## src/rtl/spr_pkg.sv

```systemverilog
// ----------------------------------------------------------------------------
// spr_pkg
// Shared types and constants of the segment pixel span rasterizer.
// ----------------------------------------------------------------------------
package spr_pkg;

    localparam int DEFAULT_MAX_DIM = 64;
    localparam int DIV_NUM_W       = 128;
    localparam int DIV_DEN_W       = 64;

    typedef struct packed {
        logic [31:0] origin_x;
        logic [31:0] origin_y;
        logic [31:0] scale_x;
        logic [31:0] scale_y;
        logic [6:0]  image_width;
        logic [6:0]  image_height;
    } t_cfg;

    typedef struct packed {
        logic [5:0] y_final;
        logic [5:0] y_first;
        logic [5:0] x_final;
        logic [5:0] x_first;
    } t_run;

    typedef enum logic [3:0] {
        MUL_PX0, MUL_PX1, MUL_PY0, MUL_PY1, MUL_DX, MUL_DY,
        MUL_LL, MUL_LH, MUL_HL, MUL_HH
    } t_mulop;

    typedef enum logic [1:0] {
        SRC_SINGLE, SRC_FIRST, SRC_LOOP, SRC_LAST
    } t_src;

    typedef enum logic {
        DSEL_PRODUCT, DSEL_STEP
    } t_dsel;

    typedef struct packed {
        logic   load;
        logic   mul_en;
        t_mulop mul_op;
        logic   classify;
        logic   order;
        logic   prep;
        logic   div_start;
        t_dsel  div_sel;
        logic   save_q0;
        logic   save_step;
        logic   first_init;
        logic   advance;
        logic   step_next;
        logic   emit;
        t_src   src;
        logic   flush;
    } t_cmd;

    typedef struct packed {
        logic reject;
        logic single;
        logic first_ok;
        logic last_ok;
        logic j_lt_stop;
        logic div_busy;
        logic cand_nonempty;
    } t_sts;

endpackage

```

## src/rtl/spr_outbuf.sv

```systemverilog
// ----------------------------------------------------------------------------
// spr_outbuf
// Holds one run back so the final run of a segment can carry its last flag.
// ----------------------------------------------------------------------------
module spr_outbuf
    import spr_pkg::*;
(
    input  logic i_clk,
    input  logic i_rst_n,
    input  logic i_push,
    input  t_run i_run,
    input  logic i_flush,
    output logic o_ready,
    output logic o_valid,
    input  logic i_ready,
    output t_run o_run,
    output logic o_last
);

    logic r_pv, r_ov, r_last;
    t_run r_pend, r_out;
    logic n_load;

    assign o_ready = !r_pv || !r_ov || i_ready;
    assign n_load  = o_ready && r_pv && (i_push || i_flush);

    always_ff @(posedge i_clk) begin
        if (!i_rst_n) begin
            r_pv <= 1'b0;
            r_ov <= 1'b0;
        end else begin
            if (n_load) begin
                r_ov <= 1'b1;
            end else if (i_ready) begin
                r_ov <= 1'b0;
            end
            if (o_ready && i_push) begin
                r_pv <= 1'b1;
            end else if (o_ready && i_flush) begin
                r_pv <= 1'b0;
            end
        end
        if (n_load) begin
            r_out  <= r_pend;
            r_last <= i_flush;
        end
        if (o_ready && i_push) begin
            r_pend <= i_run;
        end
    end

    assign o_valid = r_ov;
    assign o_run   = r_out;
    assign o_last  = r_last;

endmodule

```

## config.mk

```make
export PLATFORM = sky130hd
export DESIGN_NAME = spr_outbuf
export DESIGN_NICKNAME = d
export VERILOG_FILES = /design/src/rtl/spr_pkg.sv /design/src/rtl/spr_outbuf.sv
export SDC_FILE = /design/constraint.sdc
export NUM_CORES = 1
export LEC_CHECK = 0
export BUFFER_PORTS_ARGS = -buffer_cell sky130_fd_sc_hd__buf_4
export CORE_ASPECT_RATIO = 1.5
export CORE_MARGIN = 1
export CORE_UTILIZATION = 47
export CTS_CLUSTER_SIZE = 16
export DETAILED_ROUTE_END_ITERATION = 12
export HOLD_SLACK_MARGIN = 0.05
export PLACE_DENSITY = 0.84
export SYNTH_ARGS = -nofsm -noshare
export SYNTH_HDL_FRONTEND = slang
export SYNTH_SLANG_ARGS = --single-unit
```

## constraint.sdc

```tcl
create_clock -name i_clk -period 2.4 [get_ports i_clk]
set_input_delay 0.24 -clock i_clk [delete_from_list [all_inputs] [get_ports i_clk]]
set_output_delay 0.24 -clock i_clk [all_outputs]
set_load 0.01 [all_outputs]
```

==> metrics <==
outcome=finished clean; r2r setup slk=roughly 1.1 ns; Die Y=72.7 µm; final hold vios=0; Core Rows=25; number of diodes=0; die area=approximately 3600 µm²; Root Driver=clkbuf_8; first-pass GRT wire length=approximately 3900 µm; per-cell routed wire length=between 15 and 20 µm; cts hold-fix bufs=0; pin count of the biggest net entering global routing=26; Global Route Usage Sum=16.1%; total of max-cap violations=0; placed cell count=about 160; grt total ovfl=0; R2R cell count=3; HP Class=primary input to register; Post-Synthesis Cells=61; Clk Latency, worst-skew pair=0.29 ns; final worst path period need=1.41 ns; post-route clock period utilization=about three fifths; CP max-delay cell=dfxtp_1; Total Neg Setup Slack=0 ns; sequential area share after synthesis=roughly 97%; Vias/cell=between 4 and 5; Post-route DRC=0; final core utilization=between 60 and 70%; starting density of the core=49.5%; Core Footprint=between 3000 and 4000 µm²; syn nets=90; yosys warns=0; Longest Clk Path Bufs=2; hold path cells=1; Yosys reg bits=between 50 and 60; CP bufs+invs=1; sequential cell area=around 1500 µm²; die extent in x=~50 µm; Startpoint Class=register; routed via count=approximately 780; Pwr Density=787 nW/µm²; clk sink count=between 50 and 60; port buffer count=55; CTS tree=built; crit-path max cell delay=0.36 ns; WS Path Type=register to output port; Crit Path Max Fanout=3; # setup viols final=0; Slew @ Worst Pin=0.318 ns; Synth cell types=11; remaining antenna violation count=0; Initial DRC Count=14; cell taking the most area after synthesis=edfxtp_1; Worst VDD drop=about 0.5 mV; Final Instance Count excl. Fillers=166; Layout Area Growth over Synthesis=37.8%; Critical Path Stages=3; vias in the first global route=~760; gpl congestion=0.699; setup bufs post-CTS=0; layout cells sized above 1=a little over half; CTS H-Tree Depth=2; largest cells by area after synthesis=edfxtp_1 (94%), dfxtp_1 (2.6%), o21ai_0 (0.64%); initial antenna violation count=0; drt first pass iters=3; leak pwr=between 0.8 and 0.9 nW; dpl hpwl=approximately 1900 µm; # fillers=just under 200; critical path required time=2.16 ns; Mapped Area=about 1600 µm²; Worst Path Arrival=roughly 1.2 ns; Final Skew=around 0.0046 ns; Syn Area/Cell=25.6 µm²; slew margin rel.=between 70% and 80%; CP Capture Type=output port; RSZ-0062 raised after global routing=no; CTS clk-pin slew, worst paths=0.08 ns; worst-path cell chain=nor2b_1 -> nand2_1 -> buf_4; final net count=154; FMAX=between 700 and 800 MHz; crit-path leading delay family=simple AND/OR/NAND/NOR gates; post-cts sizing count=0; CTS buffer count=5; WL final=between 2000 and 3000 µm; I/O Pins=between 50 and 60; area of the multi-input gates=~55 µm²; max-slew violation count=0; top cell type's share of synthesized area=94.1%
## worst paths after layout
| path | from | to |
|---|---|---|
| max | o_valid$_SDFFE_PN0P_ | o_ready |
| max reg2reg | r_pv$_SDFFE_PN0P_ | o_run[3]$_DFFE_PP_ |
| min | i_run[2] | r_pend[2]$_DFFE_PP_ |
| min reg2reg | r_pend[13]$_DFFE_PP_ | o_run[13]$_DFFE_PP_ |
## registers in the layout, summed over array words and instances, names as in the netlist
signal,count
r_pv,1
r_pend,24
o_run,24
o_last,1
o_valid,1
## worst register-to-register path: cells and delay by family, from the launching register on
kind / cells / cell delay (ns)
flip-flops: 1 / 0.39
buffers and inverters: 1 / 0.31
AO/OA/AOI/OAI: 1 / 0.15
AND/OR/NAND/NOR: 1 / 0.10
## logic make-up (layout without fill, tap and decap cells)
| group | count (synthesis) | in the layout | share of synthesized area, % |
|---|---|---|---|
| buffers and inverters | 1 | 66 | 0.240 |
| AO/OA/AOI/OAI | 5 | 5 | 1.84 |
| AND/OR/NAND/NOR | 4 | 4 | 1.28 |
| flip-flops | 51 | 51 | 96.6 |
## routing by layer
metal / track usage (%) / wire length, µm / up-vias / share of wire (%)
li1: - / - / 364 / -
met1: 19.0 / 982 / 377 / 38
met2: 25.9 / 1430 / 35 / 55
met3: 6.25 / 154 / 5 / 5.9
met4: 7.84 / 40 / 0 / 1.5
met5: 0 / 0 / - / 0
## layout make-up
type	count	share of cell area [%]
clock inverters	3	1.80
clock buffers	5	3.19
flip-flops and latches	51	70.1
well taps	40	2.32
repair buffers	57	19.8
multi-input cells	9	2.55
inverters	1	0.174
## cells in the mapped netlist
cell type and number:
a21boi_1 1, nand2_1 1, a31oi_1 1, o21ai_0 2
edfxtp_1 49, inv_1 1, nor2b_1 1, a21oi_1 1
dfxtp_1 2, nor2_1 1, nand2b_1 1
## where the power goes
group | switching [mW] | internal [mW] | leakage, nW
clock | 0.247 | 0.305 | 0.0556
combinational | 0.0469 | 0.0562 | 0.294
sequential | 0.0141 | 1.03 | 0.482
total | 0.308 | 1.39 | 0.832
## per-stage QoR
step | hold slack [ns] | power (mW) | instance area [µm²] | setup slack, ns
4_1_cts | 0.105 | 1.72 | 2160 | 0.966
2_1_floorplan | 0.339 | 1.09 | 1560 | 0.268
5_1_grt | 0.0992 | 1.76 | 2160 | 0.923
3_3_place_gp | 0.400 | 1.16 | 2050 | 1.19
3_5_place_dp | 0.405 | 1.17 | 2050 | 1.11
6_report | 0.119 | 1.70 | 2160 | 0.992
## placed cells by master (no fill, tap or decap)
cell and count:
a31oi_1 1, inv_1 1, edfxtp_1 49, clkinv_2 1
buf_4 57, bufinv_16 1, nand2_1 1, nor2b_1 1
nor2_2 1, dfxtp_1 2, clkinv_1 1, a21boi_1 1
a21oi_2 1, clkbuf_8 5, nand2b_1 1, o21ai_0 2
Power figures use the tool's default switching activity.
