===== src/rtl/spr_pkg.sv =====
// ----------------------------------------------------------------------------
// spr_pkg
// Shared types and constants of the segment pixel span rasterizer.
// ----------------------------------------------------------------------------
package spr_pkg;

    localparam int DEFAULT_MAX_DIM = 64;
    localparam int DIV_NUM_W       = 128;
    localparam int DIV_DEN_W       = 64;

    typedef struct packed {
        logic [31:0] origin_x;
        logic [31:0] origin_y;
        logic [31:0] scale_x;
        logic [31:0] scale_y;
        logic [6:0]  image_width;
        logic [6:0]  image_height;
    } t_cfg;

    typedef struct packed {
        logic [5:0] y_final;
        logic [5:0] y_first;
        logic [5:0] x_final;
        logic [5:0] x_first;
    } t_run;

    typedef enum logic [3:0] {
        MUL_PX0, MUL_PX1, MUL_PY0, MUL_PY1, MUL_DX, MUL_DY,
        MUL_LL, MUL_LH, MUL_HL, MUL_HH
    } t_mulop;

    typedef enum logic [1:0] {
        SRC_SINGLE, SRC_FIRST, SRC_LOOP, SRC_LAST
    } t_src;

    typedef enum logic {
        DSEL_PRODUCT, DSEL_STEP
    } t_dsel;

    typedef struct packed {
        logic   load;
        logic   mul_en;
        t_mulop mul_op;
        logic   classify;
        logic   order;
        logic   prep;
        logic   div_start;
        t_dsel  div_sel;
        logic   save_q0;
        logic   save_step;
        logic   first_init;
        logic   advance;
        logic   step_next;
        logic   emit;
        t_src   src;
        logic   flush;
    } t_cmd;

    typedef struct packed {
        logic reject;
        logic single;
        logic first_ok;
        logic last_ok;
        logic j_lt_stop;
        logic div_busy;
        logic cand_nonempty;
    } t_sts;

endpackage


===== src/rtl/spr_ctrl.sv =====
// ----------------------------------------------------------------------------
// spr_ctrl
// Sequencer that walks one segment through setup, division and stepping.
// ----------------------------------------------------------------------------
module spr_ctrl
    import spr_pkg::*;
(
    input  logic i_clk,
    input  logic i_rst_n,
    input  logic i_in_valid,
    output logic o_in_ready,
    input  t_sts i_sts,
    input  logic i_buf_ready,
    output t_cmd o_cmd
);

    typedef enum logic [4:0] {
        S_IDLE, S_MUL, S_MULW, S_CLASS, S_ORDER, S_PREP, S_DECIDE, S_SINGLE,
        S_PPROD, S_PPRODW, S_DIV1_GO, S_DIV1_WAIT, S_DIV2_GO, S_DIV2_WAIT,
        S_FIRST, S_LADV, S_LEMIT, S_LAST, S_FLUSH
    } t_state;

    t_state r_state, n_state;
    t_mulop r_op;
    logic   n_go;

    always_comb begin
        o_cmd        = '0;
        o_cmd.mul_op = r_op;
        o_cmd.src    = SRC_SINGLE;
        n_state      = r_state;
        n_go         = !i_sts.cand_nonempty || i_buf_ready;
        o_in_ready   = (r_state == S_IDLE);
        case (r_state)
            S_IDLE: begin
                o_cmd.load = i_in_valid;
                if (i_in_valid) n_state = S_MUL;
            end
            S_MUL: begin
                o_cmd.mul_en = 1'b1;
                if (r_op == MUL_DY) n_state = S_MULW;
            end
            S_MULW:   n_state = S_CLASS;
            S_CLASS: begin
                o_cmd.classify = 1'b1;
                n_state = S_ORDER;
            end
            S_ORDER: begin
                o_cmd.order = 1'b1;
                n_state = S_PREP;
            end
            S_PREP: begin
                o_cmd.prep = 1'b1;
                n_state = S_DECIDE;
            end
            S_DECIDE: begin
                if (i_sts.reject) n_state = S_FLUSH;
                else if (i_sts.single) n_state = S_SINGLE;
                else n_state = S_PPROD;
            end
            S_SINGLE: begin
                o_cmd.emit = 1'b1;
                o_cmd.src  = SRC_SINGLE;
                if (n_go) n_state = S_FLUSH;
            end
            S_PPROD: begin
                o_cmd.mul_en = 1'b1;
                if (r_op == MUL_HH) n_state = S_PPRODW;
            end
            S_PPRODW: n_state = S_DIV1_GO;
            S_DIV1_GO: begin
                o_cmd.div_start = 1'b1;
                o_cmd.div_sel   = DSEL_PRODUCT;
                n_state = S_DIV1_WAIT;
            end
            S_DIV1_WAIT: begin
                if (!i_sts.div_busy) begin
                    o_cmd.save_q0 = 1'b1;
                    n_state = S_DIV2_GO;
                end
            end
            S_DIV2_GO: begin
                o_cmd.div_start = 1'b1;
                o_cmd.div_sel   = DSEL_STEP;
                n_state = S_DIV2_WAIT;
            end
            S_DIV2_WAIT: begin
                if (!i_sts.div_busy) begin
                    o_cmd.save_step = 1'b1;
                    n_state = S_FIRST;
                end
            end
            S_FIRST: begin
                o_cmd.src  = SRC_FIRST;
                o_cmd.emit = i_sts.first_ok;
                if (!i_sts.first_ok || n_go) begin
                    o_cmd.first_init = 1'b1;
                    n_state = S_LADV;
                end
            end
            S_LADV: begin
                if (i_sts.j_lt_stop) begin
                    o_cmd.advance = 1'b1;
                    n_state = S_LEMIT;
                end else begin
                    n_state = S_LAST;
                end
            end
            S_LEMIT: begin
                o_cmd.src  = SRC_LOOP;
                o_cmd.emit = 1'b1;
                if (n_go) begin
                    o_cmd.step_next = 1'b1;
                    n_state = S_LADV;
                end
            end
            S_LAST: begin
                o_cmd.src  = SRC_LAST;
                o_cmd.emit = i_sts.last_ok;
                if (!i_sts.last_ok || n_go) n_state = S_FLUSH;
            end
            S_FLUSH: begin
                o_cmd.flush = 1'b1;
                if (i_buf_ready) n_state = S_IDLE;
            end
            default: n_state = S_IDLE;
        endcase
    end

    always_ff @(posedge i_clk) begin
        if (!i_rst_n) begin
            r_state <= S_IDLE;
            r_op    <= MUL_PX0;
        end else begin
            r_state <= n_state;
            if (r_state == S_IDLE) begin
                r_op <= MUL_PX0;
            end else if (r_state == S_DECIDE) begin
                r_op <= MUL_LL;
            end else if (o_cmd.mul_en) begin
                r_op <= t_mulop'(r_op + 4'd1);
            end
        end
    end

endmodule


===== config.mk =====
export PLATFORM = sky130hd
export DESIGN_NAME = spr_ctrl
export DESIGN_NICKNAME = d
export VERILOG_FILES = /design/src/rtl/spr_pkg.sv /design/src/rtl/spr_ctrl.sv
export SDC_FILE = /design/constraint.sdc
export NUM_CORES = 1
export LEC_CHECK = 0
export BUFFER_PORTS_ARGS = -buffer_cell sky130_fd_sc_hd__buf_4
export CAP_MARGIN = 20
export CORE_AREA = 2 2 54 51
export DETAILED_ROUTE_END_ITERATION = 8
export DIE_AREA = 0 0 56 53
export GPL_TIMING_DRIVEN = 0
export MAX_ROUTING_LAYER = met4
export PLACE_DENSITY = 0.73
export SLEW_MARGIN = 20
export SYNTH_ARGS = -nofsm -noshare
export SYNTH_HDL_FRONTEND = slang
export SYNTH_SLANG_ARGS = --single-unit

===== constraint.sdc =====
create_clock -name i_clk -period 1.65 [get_ports i_clk]
set_input_delay 0.0825 -clock i_clk [delete_from_list [all_inputs] [get_ports i_clk]]
set_output_delay 0.0825 -clock i_clk [all_outputs]
set_load 0.005 [all_outputs]

==> metrics.yaml, run 1 <==
cp_top_family: "compound AO/OA/AOI/OAI gates"
start_util_pct: 40.07
synth_top_cell_by_area: "dfxtp_1"
synth_area_um2: 954.7
finClkSkew_ns: 0.001890
fp-row-count: 17
antenna-diode-count: 0
arrival_ns: 1.84
holdBufCountCts: 0
setup_viol: 3
drv_cap: 0
postRouteAntennaNets: 0
ys_seq_area_share_pct: 18.87
cts-root-buf: "clkbuf_4"
timing.final.max_slew_violations: 0
grt_usage_pct: 19.43
finalWorstSetupSlack_ns: -0.04080
fin_setup_tns_ns: -0.08925
vias_per_cell: 5.800
rsz0062_at_grt: "true"
die_y_um: 53
grt_max_degree: 11
syn_inst: 127
synth_edf_count: 0
grt_overflow: 0
total_power_w: 0.002553
fin_area_mm2: 0.001431
dpl.hpwl_um: 2079
tightestPinTransition_ns: 0.3670
die_area_mm2: 0.002968
slowest_stage: "a211oi_4"
hold-path-cell-count: 3
synth_commonest_cells: "nand2_1, nor2_1, o21ai_0"
clk_transition_reported_paths_ns: 0.06
clock_sink_count: 9
power-per-cell-area_mw_per_mm2: 1783
leakage_nw: 0.5941
fin_crit_sh_pct: 102.5
drc_errors: 0
fmax_mhz: 591.4
reg2reg_depth: 7
clockBufferDepth: 2
avgSynthCellArea_um2: 7.517
routed_wl_um: 2941
gp_congestion: 0.8810
dr.pass1.iters: 4
path_depth: 7
cts_tree: "done"
ys_ff_latch: 9
portBuffers: 30
async_flop_share_pct: 0
hold_violations: 0
drive_gt1_share_pct: 49.10
path_cells: "inv_2, ha_4, and3b_1, o22ai_2, a211oi_4, nand2_2, o211a_1"
io_pins: 32
synth_flop_cell: "dfxtp_1"
synth_cell_types: 51
ir_worst_vdd_mv: 1.038
critPathBufInv: 1
whs_ns: 0.2078
path_class: "register to register"
fillers: 216
outcome: "finished with violations"
layout.nets: 181
violations: "negative setup slack"
cts_buffers: 3
synth_top_area_share_pct: 18.87
die-width_um: 56
crit_path_max_fanout: 6
wl_per_cell_um: 15.08
synth_warnings: 0
grt_pass1_vias: 974
place_ws_ns: -0.09484
yosysMostFrequentCell: "nand2_1"
antenna_found_initial: 0
vias: 1131
min_path_type: "primary input to register"
grt_pass1_wl_um: 4409
fin_crit_ns: 1.691
cp-end-kind: "register"
drtIter0Drc: 40
yosys-top-cells-area: "dfxtp_1, nand2_1, o21ai_0"
dpl_cell_area_mm2: 0.001215
core_mm2: 0.002382
start_kind: "register"
relSlewSlack_pct: 75.53
clk_latency_ns: 0.26
worstPathRequired_ns: 1.80
htree_levels: 1
area_growth_pct: 49.93
critPathMaxStageDelay_ns: 0.40
synth_nets: 140
routing by layer:
layer	GRT usage [%]	up-vias	wire length (um)
met5	-	-	0
met4	2.381	0	0
met3	6.846	0	295
met2	31.96	66	1459
met1	23.90	523	1186
li1	-	542	-
registers in the layout, summed over array words and instances (netlist names):
signal	count
r_op	4
r_state	5
path summary, 6_finish.rpt:
| check | slack, ns | startpoint | end |
|---|---|---|---|
| setup / recovery | -0.04 | r_op[1] | r_state[0] |
| hold / removal | 0.21 | i_rst_n | r_state[3] |
| setup reg to reg | -0.04 | r_op[1] | r_state[0] |
| hold reg to reg | 0.56 | r_op[0] | r_op[0] |
placed cells by master, fill, tap and decap left out, types with 2 or more instances in the layout:
cell type   n
buf_4      38
nand2_1    12
nor2_1      9
o21ai_0     8
clkbuf_4    4
a21oi_1     4
dfxtp_1     4
buf_6       3
nand2_2     3
nor3_1      3
nand3_1     3
xor2_1      3
nor2b_1     3
dfxtp_2     3
nor3_4      2
nand3b_1    2
buf_2       2
inv_1       2
nor2b_2     2
nor4_1      2
and3b_1     2
a32oi_1     2
a21o_1      2
o211a_1     2
dfxtp_4     2
timing repair:
action                                 in CTS  in global routing
gates resized for setup                    14                 29
pin swaps                                   2                  8
endpoints found under the hold margin       0                  0
setup buffers                               0                  6
setup endpoints to repair                   6                 15
per-stage QoR:
stage | utilization, % | cells
after floorplan | - | 127
after global placement | 51.00 | 185
after detailed placement | 51.00 | 185
after CTS | 54.04 | 189
after global routing | 60.08 | 195
final | 60.08 | 195
logic make-up (layout without fill, tap and decap cells):
kind of cell             after synthesis  in the layout  synth area share (%)
adder cells (fa/ha/maj)                2              2                 2.621
multiplexers                           1              1                 1.049
flip-flops                             9              9                 18.87
AND/OR/NAND/NOR                       63             63                 39.58
AO/OA/AOI/OAI                         34             34                 25.82
XOR/XNOR                               5              5                 4.588
buffers and inverters                 13             53                 7.470
power by group:
group	total, W	internal (W)	leakage, nW	switching (W)
logic	0.00198	0.000960	0.503	0.00102
registers	0.000404	0.000315	0.0760	0.0000896
clock network	0.000164	0.0000928	0.0150	0.0000707
area by class of cell:
type	instances	area [um2]	area share, %
multi-input cells	105	822.0	57.43
repair buffers	36	270.3	18.88
flip-flops and latches	9	191.4	13.37
plain buffers	10	75.07	5.245
well taps	28	35.03	2.448
clock buffers	4	26.28	1.836
inverters	3	11.26	0.7867
worst reg2reg max path, cell delays in order (launching register included):
cell and delay [ns]:
dfxtp_4 0.36, inv_2 0.07, ha_4 0.12, and3b_1 0.19, o22ai_2 0.09, a211oi_4 0.40
nand2_2 0.13, o211a_1 0.22
(Power assumes the default switching activity.)
==> run 2, diff against run 1 <==
--- a/config.mk
+++ b/config.mk
@@ -12,7 +12,7 @@
 export DIE_AREA = 0 0 56 53
 export GPL_TIMING_DRIVEN = 0
 export MAX_ROUTING_LAYER = met4
-export PLACE_DENSITY = 0.73
+export PLACE_DENSITY = 0.71
 export SLEW_MARGIN = 20
 export SYNTH_ARGS = -nofsm -noshare
 export SYNTH_HDL_FRONTEND = slang
==> constraint.sdc (replaced) <==
create_clock -name i_clk -period 1.7 [get_ports i_clk]
set_input_delay 0.085 -clock i_clk [delete_from_list [all_inputs] [get_ports i_clk]]
set_output_delay 0.085 -clock i_clk [all_outputs]
set_load 0.005 [all_outputs]
==> run 2 against run 1 <==
  * The flow now finishes without violations
  * Sequential power increased by 1%
  * Register-to-register slack better by 0.07 ns
  * Combinational power down 9.6%
  * Clock power rose by 2%
  * Critical path type unchanged
  * Largest power group unchanged
==> metrics.yaml, run 2 (same netlist as run 1, synthesis figures left out) <==
grt_usage_pct: 19.49  # was 19.43%
min_path_type: "primary input to register"  # unchanged
grt_max_degree: 11  # unchanged
ir_worst_vdd_mv: 1.123  # was 1.038 mV
dr.pass1.iters: 4  # unchanged
drive_gt1_share_pct: 44.58  # was 49.10%
final_common_cell: "buf_4"  # unchanged
place_ws_ns: -0.03793  # was -0.09484 ns
largest_reg_flops: 5  # unchanged
hold_violations: 0  # unchanged
vias_per_cell: 5.861  # was 5.800
drv_cap: 0  # unchanged
fmax_mhz: 597.6  # was 591.4 MHz
cts_buffers: 3  # unchanged
cts-root-buf: "clkbuf_4"  # unchanged
setup_viol: 0  # was 3
portBuffers: 30  # unchanged
hold-path-cell-count: 2  # was 3
relSlewSlack_pct: 71.85  # was 75.53%
start_util_pct: 40.07  # unchanged
largestRegisters: "r_state: 5 flops, r_op: 4 flops"  # unchanged
reg2reg_depth: 5  # was 7
vias: 1137  # was 1131
fin_crit_ns: 1.673  # was 1.691 ns
clk_latency_ns: 0.27  # was 0.26 ns
layout.nets: 180  # was 181
dpl.hpwl_um: 2139  # was 2079 um
cp-end-kind: "register"  # unchanged
tightestPinTransition_ns: 0.4193  # was 0.3670 ns
routed_wl_um: 2981  # was 2941 um
power-per-cell-area_mw_per_mm2: 1729  # was 1783 mW/mm2
largest_register: "r_state"  # unchanged
gp_congestion: 0.8448  # was 0.8810
clk_transition_reported_paths_ns: 0.06  # about the same
timing.final.max_slew_violations: 0  # unchanged
fin_setup_tns_ns: 0  # was -0.08925 ns
cts_tree: "done"  # unchanged
drc_errors: 0  # unchanged
clock_sink_count: 9  # unchanged
clockBufferDepth: 2  # unchanged
outcome: "complete, no violations"  # was finished with violations
path_class: "register to register"  # unchanged
fin_crit_sh_pct: 98.44  # was 102.5%
drtIter0Drc: 47  # was 40
finClkSkew_ns: 0.003330  # was 0.001890 ns
core_mm2: 0.002382  # unchanged
io_pins: 32  # unchanged
wl_per_cell_um: 15.37  # was 15.08 um
grt_overflow: 0  # unchanged
mostFrequentLayoutCells: "buf_4, nand2_1, nor2_1"  # unchanged
finalWorstSetupSlack_ns: 0.02651  # was -0.04080 ns
grt_pass1_vias: 951  # was 974
postRouteAntennaNets: 0  # unchanged
area_growth_pct: 43.38  # was 49.93%
die_area_mm2: 0.002968  # unchanged
rsz0062_at_grt: "true"  # unchanged
crit_path_max_fanout: 7  # was 6
leakage_nw: 0.5807  # was 0.5941 nW
die_y_um: 53  # unchanged
holdBufCountCts: 0  # unchanged
antenna-diode-count: 0  # unchanged
htree_levels: 1  # unchanged
worstPathRequired_ns: 1.86  # was 1.80 ns
grt_pass1_wl_um: 4347  # was 4409 um
arrival_ns: 1.83  # was 1.84 ns
die-width_um: 56  # unchanged
antenna_found_initial: 0  # unchanged
fp-row-count: 17  # unchanged
start_kind: "register"  # unchanged
fin_util_pct: 57.46  # was 60.08%
## run 2: cell type report
cell class / instances / area [um2]
flip-flops and latches: 9 / 195.2
repair buffers: 36 / 270.3
plain buffers: 9 / 61.31
well taps: 28 / 35.03
fillers: 210 / 1013
clock buffers: 4 / 26.28
multi-input cells: 105 / 769.5
inverters: 3 / 11.26
## run 2: path summary, 6_finish.rpt
path | start | end | slack, ns
setup / recovery | r_state[2] | r_state[1] | 0.03
hold reg to reg | r_op[0] | r_op[0] | 0.55
setup reg to reg | r_state[2] | r_state[1] | 0.03
hold / removal | i_rst_n | r_state[4] | 0.21
## run 2: worst max-delay path, stage by stage, from the launching register on
cell,delay (ns)
dfxtp_4,0.37
or3b_4,0.44
nor3_4,0.24
o21ai_4,0.11
and2_4,0.17
o221a_1,0.22
## run 2: through the flow
step | hold WS, ns | instances | instance area [um2] | total power (W)
2_1_floorplan | 0.2053 | 127 | 954.7 | 0.001428
3_3_place_gp | 0.4356 | 185 | 1215 | 0.001842
3_5_place_dp | 0.4341 | 185 | 1215 | 0.001856
4_1_cts | 0.1963 | 190 | 1252 | 0.002071
5_1_grt | 0.2137 | 194 | 1369 | 0.002564
6_report | 0.2068 | 194 | 1369 | 0.002366
## run 2: report_power, final
part           internal [W]  switching [W]
clock             0.0000906      0.0000775
combinational      0.000862       0.000926
sequential         0.000311      0.0000980
total               0.00126        0.00110
## run 2: what timing repair did
item                       4_1_cts  5_1_grt
buffers inserted                 1        5
setup endpoints to repair        4       13
pin swaps                        1        6
resized for setup                2       31
gates cloned                     0        0
## run 2: per-layer routing
metal  global-route usage [%]  wire, um  vias up
met5                        -         0        -
met4                    7.540        89        0
met3                    5.379       259       11
met2                    31.18      1428       58
met1                    23.64      1204      528
li1                         -         -      540
